File: src/hw/rtl/rcalloc_pkg.sv
// ----------------------------------------------------------------------------
// rcalloc_pkg
// Sizes, codes, slot record type and helpers of the record chunk allocator.
// ----------------------------------------------------------------------------
package rcalloc_pkg;

  localparam int SlotCount  = 16;
  localparam int ChunkCount = 16;
  localparam int ChunkBytes = 32;

  localparam int OpcodeW  = 2;
  localparam int KeyW     = 16;
  localparam int SizeW    = 8;
  localparam int StatusW  = 2;
  localparam int OffsetW  = 9;
  localparam int SlotOutW = 4;
  localparam int MaskOutW = 16;

  localparam int SlotIdxW  = (SlotCount > 1) ? $clog2(SlotCount) : 1;
  localparam int ChunkIdxW = $clog2(ChunkCount);
  localparam int ScanLen   = (SlotCount > ChunkCount) ? SlotCount : ChunkCount;
  localparam int CntW      = $clog2(ScanLen + 1);
  localparam int MaxNeed   = ((1 << SizeW) - 1) / ChunkBytes + 1;
  localparam int RunW      = $clog2(((ChunkCount > MaxNeed) ? ChunkCount : MaxNeed) + 1);

  typedef enum logic [OpcodeW-1:0] {
    OpCreate = 2'd0,
    OpDelete = 2'd1,
    OpRead   = 2'd2,
    OpWrite  = 2'd3
  } op_e;

  typedef enum logic [StatusW-1:0] {
    StOk       = 2'd0,
    StInval    = 2'd1,
    StNoMem    = 2'd2,
    StNotFound = 2'd3
  } status_e;

  typedef enum logic [1:0] {
    FsmIdle,
    FsmScan,
    FsmApply
  } fsm_e;

  typedef struct packed {
    logic                  valid;
    logic [KeyW-1:0]       key;
    logic [SizeW-1:0]      size;
    logic [ChunkCount-1:0] chunks;
  } slot_t;

  typedef struct packed {
    logic scan_slot;
    logic scan_chunk;
    logic apply;
    logic busy;
  } ctl_t;

  // Index of the lowest set bit; isolate it, then OR the indexes together.
  function automatic logic [ChunkIdxW-1:0] lowest_chunk(input logic [ChunkCount-1:0] m);
    logic [ChunkCount-1:0] lsb;
    logic [ChunkIdxW-1:0]  idx;
    lsb = m & (~m + ChunkCount'(1));
    idx = '0;
    for (int j = 0; j < ChunkCount; j++) begin
      if (lsb[j]) begin
        idx = idx | ChunkIdxW'(j);
      end
    end
    return idx;
  endfunction

endpackage

File: src/hw/rtl/rcalloc_slot_cell.sv
// ----------------------------------------------------------------------------
// rcalloc_slot_cell
// One record slot of the rotating slot ring.
// ----------------------------------------------------------------------------
module rcalloc_slot_cell (
  input  logic                 clk_i,
  input  logic                 rst_ni,
  input  logic                 shift_i,
  input  logic                 we_i,
  input  rcalloc_pkg::slot_t   shift_data_i,
  input  rcalloc_pkg::slot_t   wr_data_i,
  output rcalloc_pkg::slot_t   data_o
);

  rcalloc_pkg::slot_t slot_q;

  // Take the neighbor's record while rotating, else take a write.
  always_ff @(posedge clk_i or negedge rst_ni) begin
    if (!rst_ni) begin
      slot_q <= '0;
    end else if (shift_i) begin
      slot_q <= shift_data_i;
    end else if (we_i) begin
      slot_q <= wr_data_i;
    end
  end

  assign data_o = slot_q;

endmodule

File: src/hw/rtl/rcalloc_ctrl.sv
// ----------------------------------------------------------------------------
// rcalloc_ctrl
// Command sequencer: idle, scan of slots and chunks, apply.
// ----------------------------------------------------------------------------
module rcalloc_ctrl (
  input  logic                         clk_i,
  input  logic                         rst_ni,
  input  logic                         start_i,
  output rcalloc_pkg::ctl_t            ctl_o,
  output logic [rcalloc_pkg::CntW-1:0] cnt_o
);

  rcalloc_pkg::fsm_e             state_q, state_d;
  logic [rcalloc_pkg::CntW-1:0]  cnt_q, cnt_d;
  logic                          last_step;

  assign last_step = (cnt_q == rcalloc_pkg::CntW'(rcalloc_pkg::ScanLen - 1));

  always_comb begin
    state_d = state_q;
    cnt_d   = cnt_q;
    unique case (state_q)
      rcalloc_pkg::FsmIdle: begin
        cnt_d = '0;
        if (start_i) begin
          state_d = rcalloc_pkg::FsmScan;
        end
      end
      rcalloc_pkg::FsmScan: begin
        cnt_d = cnt_q + rcalloc_pkg::CntW'(1);
        if (last_step) begin
          state_d = rcalloc_pkg::FsmApply;
        end
      end
      rcalloc_pkg::FsmApply: begin
        state_d = rcalloc_pkg::FsmIdle;
      end
      default: begin
        state_d = rcalloc_pkg::FsmIdle;
      end
    endcase
  end

  always_comb begin
    ctl_o.scan_slot  = (state_q == rcalloc_pkg::FsmScan) &&
                       (cnt_q < rcalloc_pkg::CntW'(rcalloc_pkg::SlotCount));
    ctl_o.scan_chunk = (state_q == rcalloc_pkg::FsmScan) &&
                       (cnt_q < rcalloc_pkg::CntW'(rcalloc_pkg::ChunkCount));
    ctl_o.apply      = (state_q == rcalloc_pkg::FsmApply);
    ctl_o.busy       = (state_q != rcalloc_pkg::FsmIdle);
  end

  always_ff @(posedge clk_i or negedge rst_ni) begin
    if (!rst_ni) begin
      state_q <= rcalloc_pkg::FsmIdle;
      cnt_q   <= '0;
    end else begin
      state_q <= state_d;
      cnt_q   <= cnt_d;
    end
  end

  assign cnt_o = cnt_q;

endmodule

File: src/hw/rtl/record_chunk_allocator_unit.sv
// ----------------------------------------------------------------------------
// record_chunk_allocator_unit
// Slot table with first-fit contiguous chunk allocation and key lookups.
// ----------------------------------------------------------------------------
// Each command runs 16 scan steps, set by the longer of the slot ring rotation
//   and the chunk bitmap walk, then one apply step; done_o and the result
//   word are registered from the apply step.
// No new command is taken before done_o, as busy drops only with done_o.
// The result is presented for one cycle on done_o; the receiver cannot stall.
// Reset (async, active low) clears every slot and the chunk bitmap at once.
module record_chunk_allocator_unit (
  input  logic                              clk_i,
  input  logic                              rst_ni,
  input  logic                              start,
  output logic                              busy,
  input  logic [rcalloc_pkg::OpcodeW-1:0]   opcode_i,
  input  logic [rcalloc_pkg::KeyW-1:0]      rec_key_i,
  input  logic [rcalloc_pkg::SizeW-1:0]     rec_size_i,
  output logic                              done_o,
  output logic [rcalloc_pkg::StatusW-1:0]   status_o,
  output logic [rcalloc_pkg::OffsetW-1:0]   byte_offset_o,
  output logic [rcalloc_pkg::SlotOutW-1:0]  slot_index_o,
  output logic [rcalloc_pkg::MaskOutW-1:0]  chunk_mask_o
);

  localparam int SlotCount  = rcalloc_pkg::SlotCount;
  localparam int ChunkCount = rcalloc_pkg::ChunkCount;
  localparam int SlotIdxW   = rcalloc_pkg::SlotIdxW;
  localparam int ChunkIdxW  = rcalloc_pkg::ChunkIdxW;
  localparam int RunW       = rcalloc_pkg::RunW;

  rcalloc_pkg::ctl_t             ctl;
  logic [rcalloc_pkg::CntW-1:0]  cnt;
  logic                          accept;

  assign accept = start && !ctl.busy;
  assign busy   = ctl.busy;

  rcalloc_ctrl u_ctrl (
    .clk_i  (clk_i),
    .rst_ni (rst_ni),
    .start_i(start),
    .ctl_o  (ctl),
    .cnt_o  (cnt)
  );

  // Command word, held for the whole scan.
  rcalloc_pkg::op_e                 cmd_op_q;
  logic [rcalloc_pkg::KeyW-1:0]     cmd_key_q;
  logic [rcalloc_pkg::SizeW-1:0]    cmd_size_q;

  always_ff @(posedge clk_i) begin
    if (accept) begin
      cmd_op_q   <= rcalloc_pkg::op_e'(opcode_i);
      cmd_key_q  <= rec_key_i;
      cmd_size_q <= rec_size_i;
    end
  end

  // --------------------------------------------------------------------------
  // Slot ring: during the scan every cell hands its record to its lower
  // neighbor, so cell 0 shows slot cnt. After SlotCount steps the ring is
  // back in place and cell i holds slot i again for the apply write.
  // --------------------------------------------------------------------------
  rcalloc_pkg::slot_t  cell_data [SlotCount];
  rcalloc_pkg::slot_t  wr_data;
  logic [SlotIdxW-1:0] wr_slot;
  logic                wr_en;

  for (genvar i = 0; i < SlotCount; i++) begin : g_cell
    localparam int Nxt = (i + 1) % SlotCount;
    rcalloc_slot_cell u_cell (
      .clk_i       (clk_i),
      .rst_ni      (rst_ni),
      .shift_i     (ctl.scan_slot),
      .we_i        (wr_en && (wr_slot == SlotIdxW'(i))),
      .shift_data_i(cell_data[Nxt]),
      .wr_data_i   (wr_data),
      .data_o      (cell_data[i])
    );
  end

  rcalloc_pkg::slot_t   head;
  logic [SlotIdxW-1:0]  head_idx;
  logic                 head_is_lookup;
  logic                 head_key_hit;

  assign head           = cell_data[0];
  assign head_idx       = cnt[SlotIdxW-1:0];
  assign head_is_lookup = (cmd_op_q == rcalloc_pkg::OpRead) ||
                          (cmd_op_q == rcalloc_pkg::OpWrite);
  // Lookups skip a valid slot whose mask is empty and keep searching.
  assign head_key_hit   = head.valid && (head.key == cmd_key_q) &&
                          (!head_is_lookup || (head.chunks != '0));

  // First matching slot and first free slot.
  logic                           key_hit_q;
  logic [SlotIdxW-1:0]            key_slot_q;
  logic [rcalloc_pkg::SizeW-1:0]  key_size_q;
  logic [ChunkCount-1:0]          key_mask_q;
  logic [rcalloc_pkg::OffsetW-1:0] key_off_q;
  logic                           free_hit_q;
  logic [SlotIdxW-1:0]            free_slot_q;

  always_ff @(posedge clk_i or negedge rst_ni) begin
    if (!rst_ni) begin
      key_hit_q  <= 1'b0;
      free_hit_q <= 1'b0;
    end else if (accept) begin
      key_hit_q  <= 1'b0;
      free_hit_q <= 1'b0;
    end else if (ctl.scan_slot) begin
      if (!key_hit_q && head_key_hit) begin
        key_hit_q <= 1'b1;
      end
      if (!free_hit_q && !head.valid) begin
        free_hit_q <= 1'b1;
      end
    end
  end

  always_ff @(posedge clk_i) begin
    if (ctl.scan_slot) begin
      if (!key_hit_q && head_key_hit) begin
        key_slot_q <= head_idx;
        key_size_q <= head.size;
        key_mask_q <= head.chunks;
        key_off_q  <= rcalloc_pkg::OffsetW'(
                        int'(rcalloc_pkg::lowest_chunk(head.chunks)) *
                        rcalloc_pkg::ChunkBytes);
      end
      if (!free_hit_q && !head.valid) begin
        free_slot_q <= head_idx;
      end
    end
  end

  // --------------------------------------------------------------------------
  // Chunk walk: count free chunks in a row and collect their bits; the first
  // run that reaches the needed length is the allocation.
  // --------------------------------------------------------------------------
  logic [ChunkCount-1:0]  alloc_q;
  logic [RunW-1:0]        need;
  logic [RunW-1:0]        run_q;
  logic [RunW-1:0]        run_inc;
  logic [ChunkCount-1:0]  run_mask_q;
  logic [ChunkCount-1:0]  run_mask_inc;
  logic [ChunkIdxW-1:0]   chunk_idx;
  logic                   fit_hit_q;
  logic [ChunkCount-1:0]  fit_mask_q;

  assign need         = RunW'(cmd_size_q / rcalloc_pkg::ChunkBytes) + RunW'(1);
  assign chunk_idx    = cnt[ChunkIdxW-1:0];
  assign run_inc      = run_q + RunW'(1);
  assign run_mask_inc = run_mask_q | (ChunkCount'(1) << chunk_idx);

  always_ff @(posedge clk_i or negedge rst_ni) begin
    if (!rst_ni) begin
      fit_hit_q <= 1'b0;
    end else if (accept) begin
      fit_hit_q <= 1'b0;
    end else if (ctl.scan_chunk && !fit_hit_q && !alloc_q[chunk_idx] &&
                 (run_inc == need)) begin
      fit_hit_q <= 1'b1;
    end
  end

  always_ff @(posedge clk_i) begin
    if (accept) begin
      run_q      <= '0;
      run_mask_q <= '0;
    end else if (ctl.scan_chunk) begin
      if (alloc_q[chunk_idx]) begin
        run_q      <= '0;
        run_mask_q <= '0;
      end else begin
        run_q      <= run_inc;
        run_mask_q <= run_mask_inc;
        if (!fit_hit_q && (run_inc == need)) begin
          fit_mask_q <= run_mask_inc;
        end
      end
    end
  end

  // --------------------------------------------------------------------------
  // Apply: settle the command, write the slot and bitmap, register the result.
  // --------------------------------------------------------------------------
  rcalloc_pkg::status_e            res_status;
  logic [rcalloc_pkg::OffsetW-1:0] res_off;
  logic [SlotIdxW-1:0]             res_slot;
  logic [ChunkCount-1:0]           res_mask;
  logic [ChunkCount-1:0]           alloc_d;

  always_comb begin
    res_status = rcalloc_pkg::StOk;
    res_off    = '0;
    res_slot   = '0;
    res_mask   = '0;
    wr_en      = 1'b0;
    wr_slot    = key_slot_q;
    wr_data    = '0;
    alloc_d    = alloc_q;
    unique case (cmd_op_q)
      rcalloc_pkg::OpCreate: begin
        priority if (cmd_size_q == '0) begin
          res_status = rcalloc_pkg::StInval;
        end else if (key_hit_q) begin
          res_status = (key_size_q == cmd_size_q) ? rcalloc_pkg::StOk
                                                  : rcalloc_pkg::StInval;
          res_slot   = key_slot_q;
          res_mask   = key_mask_q;
        end else if (!free_hit_q || !fit_hit_q) begin
          res_status = rcalloc_pkg::StNoMem;
        end else begin
          wr_en          = ctl.apply;
          wr_slot        = free_slot_q;
          wr_data.valid  = 1'b1;
          wr_data.key    = cmd_key_q;
          wr_data.size   = cmd_size_q;
          wr_data.chunks = fit_mask_q;
          alloc_d        = alloc_q | fit_mask_q;
          res_slot       = free_slot_q;
          res_mask       = fit_mask_q;
        end
      end
      rcalloc_pkg::OpDelete: begin
        if (key_hit_q) begin
          wr_en    = ctl.apply;
          alloc_d  = alloc_q & ~key_mask_q;
          res_slot = key_slot_q;
        end else begin
          res_status = rcalloc_pkg::StInval;
        end
      end
      rcalloc_pkg::OpRead, rcalloc_pkg::OpWrite: begin
        if (key_hit_q) begin
          res_off  = key_off_q;
          res_slot = key_slot_q;
          res_mask = key_mask_q;
        end else begin
          res_status = (cmd_op_q == rcalloc_pkg::OpRead) ? rcalloc_pkg::StNotFound
                                                         : rcalloc_pkg::StInval;
        end
      end
      default: begin
        res_status = rcalloc_pkg::StInval;
      end
    endcase
  end

  logic done_q;

  always_ff @(posedge clk_i or negedge rst_ni) begin
    if (!rst_ni) begin
      alloc_q <= '0;
      done_q  <= 1'b0;
    end else begin
      done_q <= ctl.apply;
      if (ctl.apply) begin
        alloc_q <= alloc_d;
      end
    end
  end

  // Hold the result word until the next command settles.
  always_ff @(posedge clk_i) begin
    if (ctl.apply) begin
      status_o      <= res_status;
      byte_offset_o <= res_off;
      slot_index_o  <= rcalloc_pkg::SlotOutW'(res_slot);
      chunk_mask_o  <= rcalloc_pkg::MaskOutW'(res_mask);
    end
  end

  assign done_o = done_q;

endmodule

File: config.mk
export PLATFORM = sky130hd
export DESIGN_NAME = record_chunk_allocator_unit
export DESIGN_NICKNAME = d
export VERILOG_FILES = /design/src/hw/rtl/rcalloc_pkg.sv /design/src/hw/rtl/rcalloc_slot_cell.sv /design/src/hw/rtl/rcalloc_ctrl.sv /design/src/hw/rtl/record_chunk_allocator_unit.sv
export SDC_FILE = /design/constraint.sdc
export NUM_CORES = 1
export LEC_CHECK = 0
export BUFFER_PORTS_ARGS = -buffer_cell sky130_fd_sc_hd__buf_2
export CORE_ASPECT_RATIO = 1.25
export CORE_MARGIN = 1
export CORE_UTILIZATION = 65
export DETAILED_ROUTE_END_ITERATION = 8
export PLACE_DENSITY = 0.8
export SYNTH_ARGS = -nofsm -noshare
export SYNTH_HDL_FRONTEND = slang
export SYNTH_SLANG_ARGS = --single-unit
File: constraint.sdc
create_clock -name clk_i -period 6.8 [get_ports clk_i]
set_input_delay 0.34 -clock clk_i [delete_from_list [all_inputs] [get_ports clk_i]]
set_output_delay 0.34 -clock clk_i [all_outputs]
set_load 0.01 [all_outputs]
==> reports/results.ini <==
[worst_hold_path]
min_path_type=in -> async

[sta]
fin_crit_ns=4.53
max_freq_ghz=0.221
rsz0062_at_grt=no
worst_slew_margin_rel=0.143
hold_viol_final=0
fin_tns_setup_ns=0
setup_violations=0
slew_viol_final=0
skew_ns=0.0314
worst_pin_slew_ns=1.29
timing.final.crit_share=0.667

[critical_path]
crit_cells=6
critPathTopFamily=simple AND/OR/NAND/NOR gates
slowest_stage=or2_2
critPathBufInv=1
startpoint_type=register
worstSetupPathType=reg -> reg
crit_fanout=63
cp_data_required_time_ns=7.35
ff2ff_path_depth=6
cp_cell_sequence=or3_1 > a211oi_4 > buf_4 > a2bb2oi_1 > or2_2 > o221a_2
cp-end-kind=register
cpPeakStageDelay_ns=1.04
arrival_ns=5.08

[clocking]
ctsResizeCount=0
cts_buffer_depth=3
h-tree-depth=3
postCtsSetupBuffers=0
cts.sinks=808
clkTransAtPathRegs_ns=0.06
cts_root_buffer=clkbuf_16
cts_buffers=77
ctsHoldBuffers=28
worstSkewPairLatency_ns=0.64
cts_tree=done

[final_layout]
final_common_cell=dfrtp_1
n_antenna_cell=0
drive_above_1_share=0.172
final_cell_mix=dfrtp_1, nor2_1, a21oi_1
fin_nets=3153
final_util=0.722
area_delta_synth_final_pct=9.03

[logic_synthesis]
netlist_area_um2=35800
synth_fa_ha_area_frac=0.00315
synth.area.mux_share=0.00280
async_reset_ff_frac=0.845
netlist_instances=3242
ys_types=68
synth-seq-cells=808
synthTopCellsByArea=dfrtp_1, o221a_2, edfxtp_1
synth_top_area_share=0.477
synth_top_family_by_area=compound AO/OA/AOI/OAI gates
synth_edf_count=104
synth-simple-area-share=0.102
yosysTopAreaCell=dfrtp_1
synth-compound-area-share=0.253
synth_xor_area_frac=0.00807
ys_warn_count=0
avgSynthCellArea_um2=11.0
synthFlopType=dfrtp_1
yosysSeqAreaShare=0.576

[detailed_routing]
first_iter_violations=3535
wl_um=107000
drtAntennaViolNets=0
drt_first_pass_iters=6
drc=0
detail_route.vias_per_cell=7.23
routedWlPerCell_um=27.3
vias=28200

[floorplanning]
core_um2=54100
die_w_um=212
die-area_um2=56000
initial_core_util=0.662
pin_count=62
die_h_um=264
placementRows=95

[pwr]
p_sw_frac=0.431
seq_power_share=0.358
p_per_area_nw_per_um2=613
p_leak_uw=0.0153
max-vdd-ir-drop_uv=1120
p_sw_uw=10300
power_frac_comb=0.463
p_int_uw=13600
pwr-share-clk=0.180

[global_routing]
first_global_vias=28500
grt-ovfl-total=0
grt_pass1_wl_um=166000
grt_max_degree=195
antenna_found_initial=1
gr-usage-all-layers=0.388

[placed_design]
place_hpwl_um=59800
gp_congestion=0.900
io_buffer_count=56

[run]
drv_cap=0

[outcome]
status=complete, no violations

## stage by stage
stage	power, uW	worst slack, ns	hold slack (ns)	area (um^2)	std cells
after global routing	25100	2.02	0.403	39000	3901
after global placement	18800	2.44	0.404	36300	3735
after floorplan	16200	2.41	0.0444	35800	3246
after detailed placement	19300	2.39	0.418	36300	3735
after CTS	23700	2.34	0.349	39000	3901
final	23900	2.27	0.322	39000	3901
## final timing paths
kind                       slack (ns)                                        to                startpoint
setup / recovery                 2.27   g_cell[4].u_cell.data_o[20]$_DFFE_PN0P_     key_hit_q$_DFFE_PN0P_
hold reg to reg                  0.47                   alloc_q[15]$_DFFE_PN0P_  key_mask_q[15]$_DFFE_PP_
max in group asynchronous        4.92   g_cell[11].u_cell.data_o[4]$_DFFE_PN0P_                    rst_ni
setup reg to reg                 2.27   g_cell[4].u_cell.data_o[20]$_DFFE_PN0P_     key_hit_q$_DFFE_PN0P_
hold / removal                   0.32  g_cell[11].u_cell.data_o[21]$_DFFE_PN0P_                    rst_ni
min in group clk_i               0.42                    cmd_key_q[5]$_DFFE_PP_              rec_key_i[5]
## synthesized netlist by cell type, types with 4 or more instances
| library cell | n |
|---|---|
| dfrtp_1 | 683 |
| nor2_1 | 350 |
| a21oi_1 | 317 |
| o221a_2 | 279 |
| clkbuf_1 | 222 |
| a221oi_1 | 199 |
| a211oi_1 | 163 |
| inv_1 | 137 |
| nand3_1 | 132 |
| nand2b_1 | 126 |
| edfxtp_1 | 104 |
| buf_2 | 94 |
| a21o_1 | 60 |
| nand2_1 | 50 |
| or3_1 | 43 |
| a31oi_1 | 25 |
| xor2_1 | 24 |
| dfxtp_1 | 21 |
| o21ai_0 | 21 |
| a22oi_1 | 18 |
| buf_4 | 14 |
| buf_1 | 13 |
| nor3_1 | 11 |
| nor4_1 | 11 |
| a22o_1 | 9 |
| ha_1 | 9 |
| o21ai_1 | 9 |
| xnor2_1 | 9 |
| and3_1 | 8 |
| and2_1 | 7 |
| nor2b_1 | 7 |
| or4_1 | 5 |
| mux4_2 | 4 |
| o211ai_1 | 4 |
| o221ai_1 | 4 |
## power by group through the flow
stage / logic [uW] / clock network, uW / registers [uW]
after floorplan: 8200 / 0 / 8010
after global placement: 10400 / 0 / 8480
after detailed placement: 10800 / 0 / 8540
after CTS: 10900 / 4310 / 8510
after global routing: 11900 / 4490 / 8750
final: 11100 / 4300 / 8560
## routing by layer
metal | wire (um) | global-route usage | vias to the layer above
li1 | - | - | 11800
met3 | 10400 | 0.0821 | 346
met4 | 5670 | 0.210 | 2
met1 | 40000 | 0.512 | 14300
met2 | 50500 | 0.604 | 1710
met5 | 10 | 0 | -
## kinds of logic after synthesis
| logic type | count (synthesis) |
|---|---|
| mux | 5 |
| simple gates | 764 |
| compound gates | 1140 |
| buf+inv | 482 |
| other cells | 1 |
| xor+xnor | 33 |
| fa+ha+maj | 9 |
| flops | 808 |
## flip-flops by register name (all words and copies together), names as in the netlist, 5 cells and up
signal and count:
key_mask_q 16, alloc_q 16, run_mask_q 16, key_size_q 8, cmd_key_q 16, run_q 5
cmd_size_q 8, g_cell.u_cell.data_o 656, chunk_mask_o 16, fit_mask_q 16, u_ctrl.cnt_o 5
## worst register-to-register path, stage by stage, from the launching register on
cell and delay [ns]:
dfrtp_1 0.75, or3_1 0.60, a211oi_4 0.25, buf_4 0.68, a2bb2oi_1 0.79, or2_2 1.04
o221a_2 0.36
## final cells by class
| type | instances | area [um^2] |
|---|---|---|
| sequential | 808 | 20600 |
| fill | 3693 | 15100 |
| multi-input combinational | 1956 | 13500 |
| clock buffer | 110 | 2200 |
| timing repair buffer | 135 | 1020 |
| tap | 727 | 910 |
| inverter | 137 | 514 |
| clock inverter | 28 | 260 |
Note: power is estimated with default switching activity, not from simulation.
